File: src/design/gmd_pkg.sv
// Shared constants, codes and controller interface types of the group middle downsampler.
package gmd_pkg;

	localparam int COUNT_WIDTH_DEF    = 16;
	localparam int ELEMENT_WIDTH_DEF  = 64;
	localparam int CFG_DATA_WIDTH     = 16;
	localparam int CFG_INDEX_WIDTH    = 1;
	localparam int TOTAL_COUNT_RESET  = 2;
	localparam int TARGET_COUNT_RESET = 1;

	localparam logic [CFG_INDEX_WIDTH-1:0] REG_TOTAL_COUNT  = 1'd0;
	localparam logic [CFG_INDEX_WIDTH-1:0] REG_TARGET_COUNT = 1'd1;

	typedef enum logic [2:0] {
		ST_IDLE,
		ST_DIV_V,
		ST_DIV_G,
		ST_DIV_S,
		ST_SECOND
	} state_t;

	typedef enum logic [1:0] {
		DIV_OP_V,
		DIV_OP_G,
		DIV_OP_S
	} div_op_t;

	typedef struct packed {
		logic    accept;
		logic    div_start;
		div_op_t div_op;
		logic    load_v;
		logic    commit;
		logic    period_zero;
		logic    emit_second;
	} ctrl_cmd_t;

	typedef struct packed {
		logic cfg_bad;
		logic derive_needed;
		logic div_done;
		logic j_zero;
		logic two_results;
		logic out_free;
	} ctrl_status_t;

endpackage

File: src/design/gmd_divider.sv
// Restoring unsigned divider, one quotient bit per cycle.
module gmd_divider #(
	parameter int WIDTH = gmd_pkg::COUNT_WIDTH_DEF + 1
) (
	input  logic             clk,
	input  logic             arst_n,
	input  logic             start,
	input  logic [WIDTH-1:0] dividend,
	input  logic [WIDTH-1:0] divisor,
	output logic             done,
	output logic [WIDTH-1:0] quotient
);

	localparam int CNT_W = $clog2(WIDTH + 1);

	logic [CNT_W-1:0] count_q;
	logic             busy_q;
	logic             done_q;
	logic [WIDTH-1:0] rem_q;
	logic [WIDTH-1:0] quo_q;
	logic [WIDTH-1:0] divisor_q;
	logic [WIDTH:0]   shifted;
	logic             fits;

	assign shifted = {rem_q, quo_q[WIDTH-1]};
	assign fits    = shifted >= {1'b0, divisor_q};

	always_ff @(posedge clk or negedge arst_n) begin
		if (!arst_n) begin
			count_q <= '0;
			busy_q  <= 1'b0;
			done_q  <= 1'b0;
		end else if (start) begin
			count_q <= CNT_W'(WIDTH);
			busy_q  <= 1'b1;
			done_q  <= 1'b0;
		end else if (busy_q) begin
			count_q <= count_q - CNT_W'(1);
			if (count_q == CNT_W'(1)) begin
				busy_q <= 1'b0;
				done_q <= 1'b1;
			end
		end else begin
			done_q <= 1'b0;
		end
	end

	always_ff @(posedge clk) begin
		if (start) begin
			rem_q     <= '0;
			quo_q     <= dividend;
			divisor_q <= divisor;
		end else if (busy_q) begin
			rem_q <= fits ? WIDTH'(shifted - {1'b0, divisor_q}) : shifted[WIDTH-1:0];
			quo_q <= {quo_q[WIDTH-2:0], fits};
		end
	end

	assign done     = done_q;
	assign quotient = quo_q;

endmodule

File: src/design/gmd_datapath.sv
// Datapath: configuration, run counters, captures, run-start divisions and result registers.
module gmd_datapath #(
	parameter int COUNT_WIDTH   = gmd_pkg::COUNT_WIDTH_DEF,
	parameter int ELEMENT_WIDTH = gmd_pkg::ELEMENT_WIDTH_DEF
) (
	input  logic                                 clk,
	input  logic                                 arst_n,
	input  logic                                 cfg_write_en,
	input  logic [gmd_pkg::CFG_INDEX_WIDTH-1:0]  cfg_index,
	input  logic [gmd_pkg::CFG_DATA_WIDTH-1:0]   cfg_data,
	input  logic [ELEMENT_WIDTH-1:0]             element_bits,
	input  logic                                 out_stall,
	input  gmd_pkg::ctrl_cmd_t                   cmd,
	output gmd_pkg::ctrl_status_t                status,
	output logic                                 out_valid,
	output logic [ELEMENT_WIDTH-1:0]             picked_bits,
	output logic                                 last_of_burst,
	output logic                                 end_of_run,
	output logic                                 config_error
);

	localparam int CW = COUNT_WIDTH;
	localparam int DW = COUNT_WIDTH + 1;

	logic [CW-1:0] total_q;
	logic [CW-1:0] target_q;
	logic [CW-1:0] group_size_q;
	logic [CW-1:0] extra_period_q;
	logic [CW-1:0] v_q;
	logic [CW-1:0] s_q;
	logic [CW-1:0] item_index_q;
	logic [CW-1:0] pos_q;
	logic [CW-1:0] period_q;
	logic [CW-1:0] emitted_q;
	logic          fresh_q;

	logic [ELEMENT_WIDTH-1:0] before_q;
	logic [ELEMENT_WIDTH-1:0] mid_q;
	logic [ELEMENT_WIDTH-1:0] second_bits_q;
	logic                     second_eor_q;

	logic                     out_valid_q;
	logic [ELEMENT_WIDTH-1:0] picked_q;
	logic                     last_q;
	logic                     eor_q;
	logic                     err_q;

	// divider hookup
	logic          div_done;
	logic [DW-1:0] div_quo;
	logic [DW-1:0] div_dividend;
	logic [DW-1:0] div_divisor;

	// per-item terms
	logic                     cfg_bad;
	logic                     last_item;
	logic [CW-1:0]            group_size_eff;
	logic [CW-1:0]            extra_period_eff;
	logic [CW-1:0]            start_idx;
	logic [CW-1:0]            remain;
	logic [CW-1:0]            len;
	logic [DW-1:0]            half;
	logic [CW-1:0]            mid;
	logic                     mid_nz;
	logic                     cap_before;
	logic                     cap_mid;
	logic                     closes;
	logic [CW-1:0]            period_inc;
	logic                     period_hit;
	logic                     extra_go;
	logic [DW-1:0]            emitted_after;
	logic                     mid_go;
	logic [DW-1:0]            emitted_next;
	logic [ELEMENT_WIDTH-1:0] before_val;
	logic [ELEMENT_WIDTH-1:0] mid_val;
	logic                     load_first;
	logic                     out_free;

	always_comb begin
		unique case (cmd.div_op)
			gmd_pkg::DIV_OP_V: begin
				div_dividend = {1'b0, total_q} + {1'b0, target_q} - DW'(1);
				div_divisor  = {1'b0, target_q};
			end
			gmd_pkg::DIV_OP_G: begin
				div_dividend = {1'b0, total_q};
				div_divisor  = div_quo;
			end
			gmd_pkg::DIV_OP_S: begin
				div_dividend = div_quo;
				div_divisor  = {1'b0, target_q} - div_quo;
			end
			default: begin
				div_dividend = '0;
				div_divisor  = '0;
			end
		endcase
	end

	gmd_divider #(
		.WIDTH (DW)
	) u_divider (
		.clk      (clk),
		.arst_n   (arst_n),
		.start    (cmd.div_start),
		.dividend (div_dividend),
		.divisor  (div_divisor),
		.done     (div_done),
		.quotient (div_quo)
	);

	always_comb begin
		// a fresh derivation applies to the request it was made for
		group_size_eff   = fresh_q ? v_q : group_size_q;
		extra_period_eff = fresh_q ? s_q : extra_period_q;

		cfg_bad   = (target_q == '0) || (target_q >= total_q);
		last_item = ({1'b0, item_index_q} + DW'(1)) >= {1'b0, total_q};
		start_idx = (item_index_q >= pos_q) ? item_index_q - pos_q : '0;
		remain    = (total_q > start_idx) ? total_q - start_idx : CW'(1);
		len       = (remain < group_size_eff) ? remain : group_size_eff;
		half      = ({1'b0, len} + DW'(1)) >> 1;
		mid       = CW'(half - DW'(1));
		mid_nz    = mid != '0;
		cap_before = mid_nz && (pos_q == mid - CW'(1));
		cap_mid    = pos_q == mid;
		closes     = (({1'b0, pos_q} + DW'(1)) >= {1'b0, group_size_eff}) || last_item;

		period_inc = period_q + CW'(1);
		period_hit = (extra_period_eff != '0) && (period_inc >= extra_period_eff);
		extra_go   = period_hit && mid_nz && (emitted_q < target_q);
		emitted_after = {1'b0, emitted_q} + DW'(extra_go);
		mid_go        = emitted_after < {1'b0, target_q};
		emitted_next  = emitted_after + DW'(mid_go);

		before_val = cap_before ? element_bits : before_q;
		mid_val    = cap_mid ? element_bits : mid_q;

		out_free   = !out_valid_q || !out_stall;
		load_first = cmd.accept && (cfg_bad || (closes && (extra_go || mid_go)));
	end

	assign status.cfg_bad       = cfg_bad;
	assign status.derive_needed = !fresh_q && ((item_index_q == '0) || (group_size_q == '0));
	assign status.div_done      = div_done;
	assign status.j_zero        = div_quo == {1'b0, target_q};
	assign status.two_results   = !cfg_bad && closes && extra_go && mid_go;
	assign status.out_free      = out_free;

	// configuration and run control
	always_ff @(posedge clk or negedge arst_n) begin
		if (!arst_n) begin
			total_q        <= CW'(gmd_pkg::TOTAL_COUNT_RESET);
			target_q       <= CW'(gmd_pkg::TARGET_COUNT_RESET);
			group_size_q   <= '0;
			extra_period_q <= '0;
			item_index_q   <= '0;
			pos_q          <= '0;
			period_q       <= '0;
			emitted_q      <= '0;
			fresh_q        <= 1'b0;
			out_valid_q    <= 1'b0;
		end else begin
			if (cfg_write_en) begin
				unique case (cfg_index)
					gmd_pkg::REG_TOTAL_COUNT:  total_q  <= CW'(cfg_data);
					gmd_pkg::REG_TARGET_COUNT: target_q <= CW'(cfg_data);
					default: ;
				endcase
			end

			if (cfg_write_en || cmd.accept) begin
				fresh_q <= 1'b0;
			end else if (cmd.commit) begin
				fresh_q <= 1'b1;
			end

			if (cmd.accept) begin
				// latch derived values with the first good request
				if (!cfg_bad && fresh_q) begin
					group_size_q   <= v_q;
					extra_period_q <= s_q;
				end
				// end of run clears the run counters
				if (last_item) begin
					item_index_q <= '0;
					pos_q        <= '0;
					period_q     <= '0;
					emitted_q    <= '0;
				end else begin
					item_index_q <= item_index_q + CW'(1);
					if (!cfg_bad) begin
						if (closes) begin
							if (extra_period_eff != '0) begin
								period_q <= period_hit ? '0 : period_inc;
							end
							emitted_q <= CW'(emitted_next);
							pos_q     <= '0;
						end else begin
							pos_q <= pos_q + CW'(1);
						end
					end
				end
			end

			if (load_first || cmd.emit_second) begin
				out_valid_q <= 1'b1;
			end else if (!out_stall) begin
				out_valid_q <= 1'b0;
			end
		end
	end

	always_ff @(posedge clk) begin
		if (cmd.load_v) begin
			v_q <= CW'(div_quo);
		end
		if (cmd.commit) begin
			s_q <= cmd.period_zero ? '0 : CW'(div_quo);
		end
		if (cmd.accept && !cfg_bad) begin
			if (cap_before) begin
				before_q <= element_bits;
			end
			if (cap_mid) begin
				mid_q <= element_bits;
			end
		end
		if (load_first) begin
			eor_q <= last_item;
			if (cfg_bad) begin
				picked_q <= '0;
				last_q   <= 1'b1;
				err_q    <= 1'b1;
			end else begin
				picked_q <= extra_go ? before_val : mid_val;
				last_q   <= !(extra_go && mid_go);
				err_q    <= 1'b0;
			end
			second_bits_q <= mid_val;
			second_eor_q  <= last_item;
		end else if (cmd.emit_second) begin
			picked_q <= second_bits_q;
			last_q   <= 1'b1;
			eor_q    <= second_eor_q;
			err_q    <= 1'b0;
		end
	end

	assign out_valid     = out_valid_q;
	assign picked_bits   = picked_q;
	assign last_of_burst = last_q;
	assign end_of_run    = eor_q;
	assign config_error  = err_q;

endmodule

File: src/design/gmd_controller.sv
// Controller: run-start division sequence, item acceptance and second-result issue.
module gmd_controller (
	input  logic                  clk,
	input  logic                  arst_n,
	input  logic                  in_valid,
	input  logic                  cfg_write_en,
	input  gmd_pkg::ctrl_status_t status,
	output gmd_pkg::ctrl_cmd_t    cmd,
	output logic                  in_stall
);

	gmd_pkg::state_t state_q;
	gmd_pkg::state_t state_d;
	logic            ready;

	assign ready    = (state_q == gmd_pkg::ST_IDLE) && status.out_free &&
	                  (status.cfg_bad || !status.derive_needed);
	assign in_stall = !ready;

	always_ff @(posedge clk or negedge arst_n) begin
		if (!arst_n) begin
			state_q <= gmd_pkg::ST_IDLE;
		end else begin
			state_q <= state_d;
		end
	end

	always_comb begin
		state_d = state_q;
		unique case (state_q)
			gmd_pkg::ST_IDLE: begin
				if (in_valid && ready) begin
					if (status.two_results) begin
						state_d = gmd_pkg::ST_SECOND;
					end
				end else if (!cfg_write_en && !status.cfg_bad && status.derive_needed) begin
					state_d = gmd_pkg::ST_DIV_V;
				end
			end
			gmd_pkg::ST_DIV_V: begin
				if (cfg_write_en) begin
					state_d = gmd_pkg::ST_IDLE;
				end else if (status.div_done) begin
					state_d = gmd_pkg::ST_DIV_G;
				end
			end
			gmd_pkg::ST_DIV_G: begin
				if (cfg_write_en) begin
					state_d = gmd_pkg::ST_IDLE;
				end else if (status.div_done) begin
					state_d = status.j_zero ? gmd_pkg::ST_IDLE : gmd_pkg::ST_DIV_S;
				end
			end
			gmd_pkg::ST_DIV_S: begin
				if (cfg_write_en || status.div_done) begin
					state_d = gmd_pkg::ST_IDLE;
				end
			end
			gmd_pkg::ST_SECOND: begin
				if (status.out_free) begin
					state_d = gmd_pkg::ST_IDLE;
				end
			end
			default: state_d = gmd_pkg::ST_IDLE;
		endcase
	end

	always_comb begin
		cmd = '0;
		cmd.div_op = gmd_pkg::DIV_OP_V;
		unique case (state_q)
			gmd_pkg::ST_IDLE: begin
				if (in_valid && ready) begin
					cmd.accept = 1'b1;
				end else if (!cfg_write_en && !status.cfg_bad && status.derive_needed) begin
					cmd.div_start = 1'b1;
				end
			end
			gmd_pkg::ST_DIV_V: begin
				cmd.div_op = gmd_pkg::DIV_OP_G;
				if (!cfg_write_en && status.div_done) begin
					cmd.load_v    = 1'b1;
					cmd.div_start = 1'b1;
				end
			end
			gmd_pkg::ST_DIV_G: begin
				cmd.div_op = gmd_pkg::DIV_OP_S;
				if (!cfg_write_en && status.div_done) begin
					// no spare outputs: latch with a zero extra period
					if (status.j_zero) begin
						cmd.commit      = 1'b1;
						cmd.period_zero = 1'b1;
					end else begin
						cmd.div_start = 1'b1;
					end
				end
			end
			gmd_pkg::ST_DIV_S: begin
				cmd.div_op = gmd_pkg::DIV_OP_S;
				if (!cfg_write_en && status.div_done) begin
					cmd.commit = 1'b1;
				end
			end
			gmd_pkg::ST_SECOND: begin
				cmd.emit_second = status.out_free;
			end
			default: ;
		endcase
	end

endmodule

File: src/design/group_middle_downsampler.sv
// Throughput: one request per cycle in a run if output is free; a two-result close stalls input.
// Latency: a result appears in the output register the cycle after its request is accepted.
// Run start: up to three (COUNT_WIDTH+1)-step divisions on the shared serial divider stall input
// (two with no spare outputs) before a run's first request.
// Reset (arst_n low): counters and derived values clear, total_count 2, target_count 1.
module group_middle_downsampler #(
	parameter int COUNT_WIDTH   = gmd_pkg::COUNT_WIDTH_DEF,
	parameter int ELEMENT_WIDTH = gmd_pkg::ELEMENT_WIDTH_DEF
) (
	input  logic                                clk,
	input  logic                                arst_n,
	input  logic                                cfg_write_en,
	input  logic [gmd_pkg::CFG_INDEX_WIDTH-1:0] cfg_index,
	input  logic [gmd_pkg::CFG_DATA_WIDTH-1:0]  cfg_data,
	input  logic                                in_valid,
	output logic                                in_stall,
	input  logic [ELEMENT_WIDTH-1:0]            element_bits,
	output logic                                out_valid,
	input  logic                                out_stall,
	output logic [ELEMENT_WIDTH-1:0]            picked_bits,
	output logic                                last_of_burst,
	output logic                                end_of_run,
	output logic                                config_error
);

	gmd_pkg::ctrl_cmd_t    cmd;
	gmd_pkg::ctrl_status_t status;

	gmd_controller u_controller (
		.clk          (clk),
		.arst_n       (arst_n),
		.in_valid     (in_valid),
		.cfg_write_en (cfg_write_en),
		.status       (status),
		.cmd          (cmd),
		.in_stall     (in_stall)
	);

	gmd_datapath #(
		.COUNT_WIDTH   (COUNT_WIDTH),
		.ELEMENT_WIDTH (ELEMENT_WIDTH)
	) u_datapath (
		.clk           (clk),
		.arst_n        (arst_n),
		.cfg_write_en  (cfg_write_en),
		.cfg_index     (cfg_index),
		.cfg_data      (cfg_data),
		.element_bits  (element_bits),
		.out_stall     (out_stall),
		.cmd           (cmd),
		.status        (status),
		.out_valid     (out_valid),
		.picked_bits   (picked_bits),
		.last_of_burst (last_of_burst),
		.end_of_run    (end_of_run),
		.config_error  (config_error)
	);

endmodule

File: config.mk
export PLATFORM = sky130hd
export DESIGN_NAME = group_middle_downsampler
export DESIGN_NICKNAME = d
export VERILOG_FILES = /design/src/design/gmd_pkg.sv /design/src/design/gmd_divider.sv /design/src/design/gmd_datapath.sv /design/src/design/gmd_controller.sv /design/src/design/group_middle_downsampler.sv
export SDC_FILE = /design/constraint.sdc
export NUM_CORES = 1
export LEC_CHECK = 0
export ABC_AREA = 1
export ABC_CLOCK_PERIOD_IN_PS = 16800
export BUFFER_PORTS_ARGS = -buffer_cell sky130_fd_sc_hd__buf_2
export CAP_MARGIN = 40
export CORE_MARGIN = 2
export CORE_UTILIZATION = 40
export DETAILED_ROUTE_END_ITERATION = 10
export PLACE_DENSITY_LB_ADDON = 0.2
export SYNTH_ARGS = -nofsm -noshare
export SYNTH_HDL_FRONTEND = slang
export SYNTH_SLANG_ARGS = --single-unit
File: constraint.sdc
create_clock -name clk -period 16.8 [get_ports clk]
set_input_delay 1.68 -clock clk [delete_from_list [all_inputs] [get_ports clk]]
set_output_delay 1.68 -clock clk [all_outputs]
set_load 0.02 [all_outputs]
==> impl_metrics.json <==
{
  "synth_area_mm2": 0.0316,
  "hold_path.class": "reg -> reg",
  "wl_per_cell_um": 18.0,
  "fin_nets": 4291,
  "setup_tns_ns": 0,
  "cts_tree": "yes",
  "overflow": 0,
  "holdBufCountCts": 0,
  "synthToLayoutAreaGrowth_pct": 11.7,
  "grt_pass1_wl_um": 144000,
  "initial_utilization_pct": 40.3,
  "whs_path_depth": 0,
  "synth_area_leader_cell": "edfxtp_1",
  "cts_htree_levels": 2,
  "muxShareOfSynthArea_pct": 0,
  "synth_warnings": 0,
  "drt_first_pass_iters": 5,
  "cp.required_ns": 17.27,
  "vias": 26300,
  "synth_fa_ha_area_share_pct": 8.97,
  "synth_compound_area_share_pct": 9.73,
  "worst_path_most_repeated_cell": "nand2_1",
  "cp-end-kind": "register",
  "ctsResizeCount": 0,
  "finalSetupViolCount": 0,
  "synthDistinctLibCells": 61,
  "dieArea_mm2": 0.0814,
  "ys_seq_area_share_pct": 43.1,
  "syn-instance-count": 3854,
  "routed_wl_um": 91700,
  "grt_use_total_pct": 22.3,
  "reg2regPathDepth": 85,
  "arrival_ns": 13.72,
  "synthXorXnorAreaFrac_pct": 2.35,
  "grt_max_degree": 82,
  "synth_simple_gate_area_share_pct": 26.6,
  "grt_pass1_vias": 25700,
  "critPathLaunchType": "register",
  "drive_above_1_share_pct": 10.9,
  "synth_common_cells": "1020 x nand2_1, 553 x inv_1, 326 x edfxtp_1, 258 x nand3_1",
  "tightest_slew_ns": 0.942,
  "die_h_um": 285,
  "hold_viol_final": 0,
  "clkLatencyLatePin_ns": 0.63,
  "synth_ff_type": "edfxtp_1",
  "port_buffers": 154,
  "cts_root_buf": "clkbuf_16",
  "clk_pin_slew_worst_paths_ns": 0.06,
  "final_antenna_net_count": 0,
  "drc": 0,
  "outcome": "finished, final reports clean",
  "globalplace.congestion": 0.900,
  "rsz0062_at_grt": "no",
  "antenna_found_initial": 8,
  "clockBufferDepth": 3,
  "yosys-top-cells-area": "edfxtp_1 31%, nand2_1 12%, dfrtp_1 11%",
  "slew_headroom_pct": 37.2,
  "ios": 155,
  "die_x_um": 285,
  "synth_top_family_by_area": "simple AND/OR/NAND/NOR gates",
  "postCtsSetupRepairBufs": 0,
  "finClkSkew_ns": 0.0221,
  "cts_sinks": 483,
  "dp_hpwl_um": 64800,
  "crit_path_top_delay_cell": "nor4_1",
  "yosysTopAreaCellShare_pct": 30.9,
  "postSynthNetCount": 4164,
  "finalCriticalPeriod_ns": 13.24,
  "fin_crit_sh_pct": 78.8,
  "numCtsBuffers": 56,
  "cp_slowest_stage_delay_ns": 0.51,
  "avgSynthCellArea_um2": 8.21,
  "synth_edf_count": 326,
  "rows": 103,
  "slew_violations": 0,
  "ys_seq_elements": 483,
  "viasPerCell": 5.17,
  "synth.most_common_cell": "nand2_1",
  "path_class": "reg -> reg",
  "path_max_fanout": 24,
  "drt_iter0_markers": 1819,
  "core_mm2": 0.0786,
  "max_cap_violations": 0,
  "async_flop_share_pct": 29.0,
  "fmax_mhz": 75.5
}
==> layer usage <==
layer  routed length [um]  track usage (%)  up-vias
met3                 4880             2.61      132
met2                42600             36.8      695
met5                    0                0        -
met1                41500             30.6    12300
met4                 2780             7.03        0
li1                     -                -    13200
==> cells in the final DEF, fill, tap and decap left out, types with 13 or more instances in the layout <==
cell | Yosys | layout
nor2_2 | 16 | 14
dfxtp_1 | 17 | 17
buf_2 | 18 | 155
o221ai_1 | 18 | 18
nor2_4 | 15 | 17
or2_2 | 17 | 17
inv_2 | 13 | 14
nand3_1 | 258 | 258
clkbuf_16 | 0 | 58
edfxtp_1 | 326 | 326
xor2_1 | 72 | 72
o22ai_1 | 46 | 46
a21oi_1 | 195 | 195
nand4_2 | 30 | 30
ha_1 | 219 | 219
nor3_1 | 32 | 31
buf_4 | 20 | 27
nor4_1 | 20 | 19
nor2_1 | 195 | 195
nand2_2 | 45 | 44
inv_1 | 553 | 551
xnor2_1 | 13 | 13
dfrtp_1 | 138 | 137
nand4_1 | 74 | 74
clkbuf_1 | 50 | 20
nand2_1 | 1020 | 1020
nand3b_1 | 71 | 71
o21ai_0 | 219 | 218
==> critical path: cells and delay by family (launching register included) <==
kind	cells	cell delay [ns]
buf+inv	12	1.34
fa+ha+maj	10	2.60
simple gates	44	5.68
compound gates	18	2.88
xor+xnor	1	0.16
flops	1	0.41
==> final cells by class <==
cell class / count / area, um2
clock buffers: 83 / 1600
flip-flops and latches: 483 / 13600
diodes: 6 / 15.0
repair buffers: 195 / 1290
multi-input cells: 2676 / 15100
well taps: 1050 / 1310
clock inverters: 23 / 251
fillers: 7871 / 43300
inverters: 569 / 2140
==> cell families after synthesis <==
kind of cell,Yosys count
compound gates,549
xor+xnor,85
fa+ha+maj,224
buf+inv,695
flops,483
simple gates,1818
==> sequential cells by signal, summed over array words and instances (netlist names), 17 cells and up <==
name and flops:
u_datapath.mid_q 64, u_datapath.before_q 64, u_datapath.u_divider.rem_q 17, u_datapath.second_bits_q 64, u_datapath.picked_bits 64, u_datapath.u_divider.quotient 17
u_datapath.u_divider.divisor_q 17
==> through the flow <==
stage	util, %	worst slack [ns]	cells	hold slack, ns	cell area (um2)
2_1_floorplan	-	2.50	3854	0.426	31600
3_3_place_gp	42.2	3.57	4957	0.434	33200
3_5_place_dp	42.6	3.74	4973	0.441	33500
4_1_cts	45.0	3.62	5079	0.449	35300
5_1_grt	45.0	1.67	5085	0.459	35400
6_report	45.0	3.56	5085	0.447	35400
==> path summary, 6_finish.rpt <==
kind	start	to	slack (ns)
worst max-delay path	u_datapath.item_index_q[0]$_DFFE_PN0P_	u_datapath.emitted_q[13]$_DFFE_PN0P_	3.56
worst min-delay path	u_datapath.u_divider.quotient[14]$_DFFE_PP_	u_datapath.v_q[14]$_DFFE_PP_	0.45
worst max register to register	u_datapath.item_index_q[0]$_DFFE_PN0P_	u_datapath.emitted_q[13]$_DFFE_PN0P_	3.56
worst min register to register	u_datapath.u_divider.quotient[14]$_DFFE_PP_	u_datapath.v_q[14]$_DFFE_PP_	0.45
max in group asynchronous	arst_n	u_datapath.group_size_q[11]$_DFFE_PN0P_	14.98
min in group asynchronous	arst_n	u_datapath.u_divider.count_q[2]$_DFFE_PN0P_	0.87
Power is left out: the tool's default activity adds up to more than one toggle a clock period on the data nets, which glitch-free logic cannot reach.
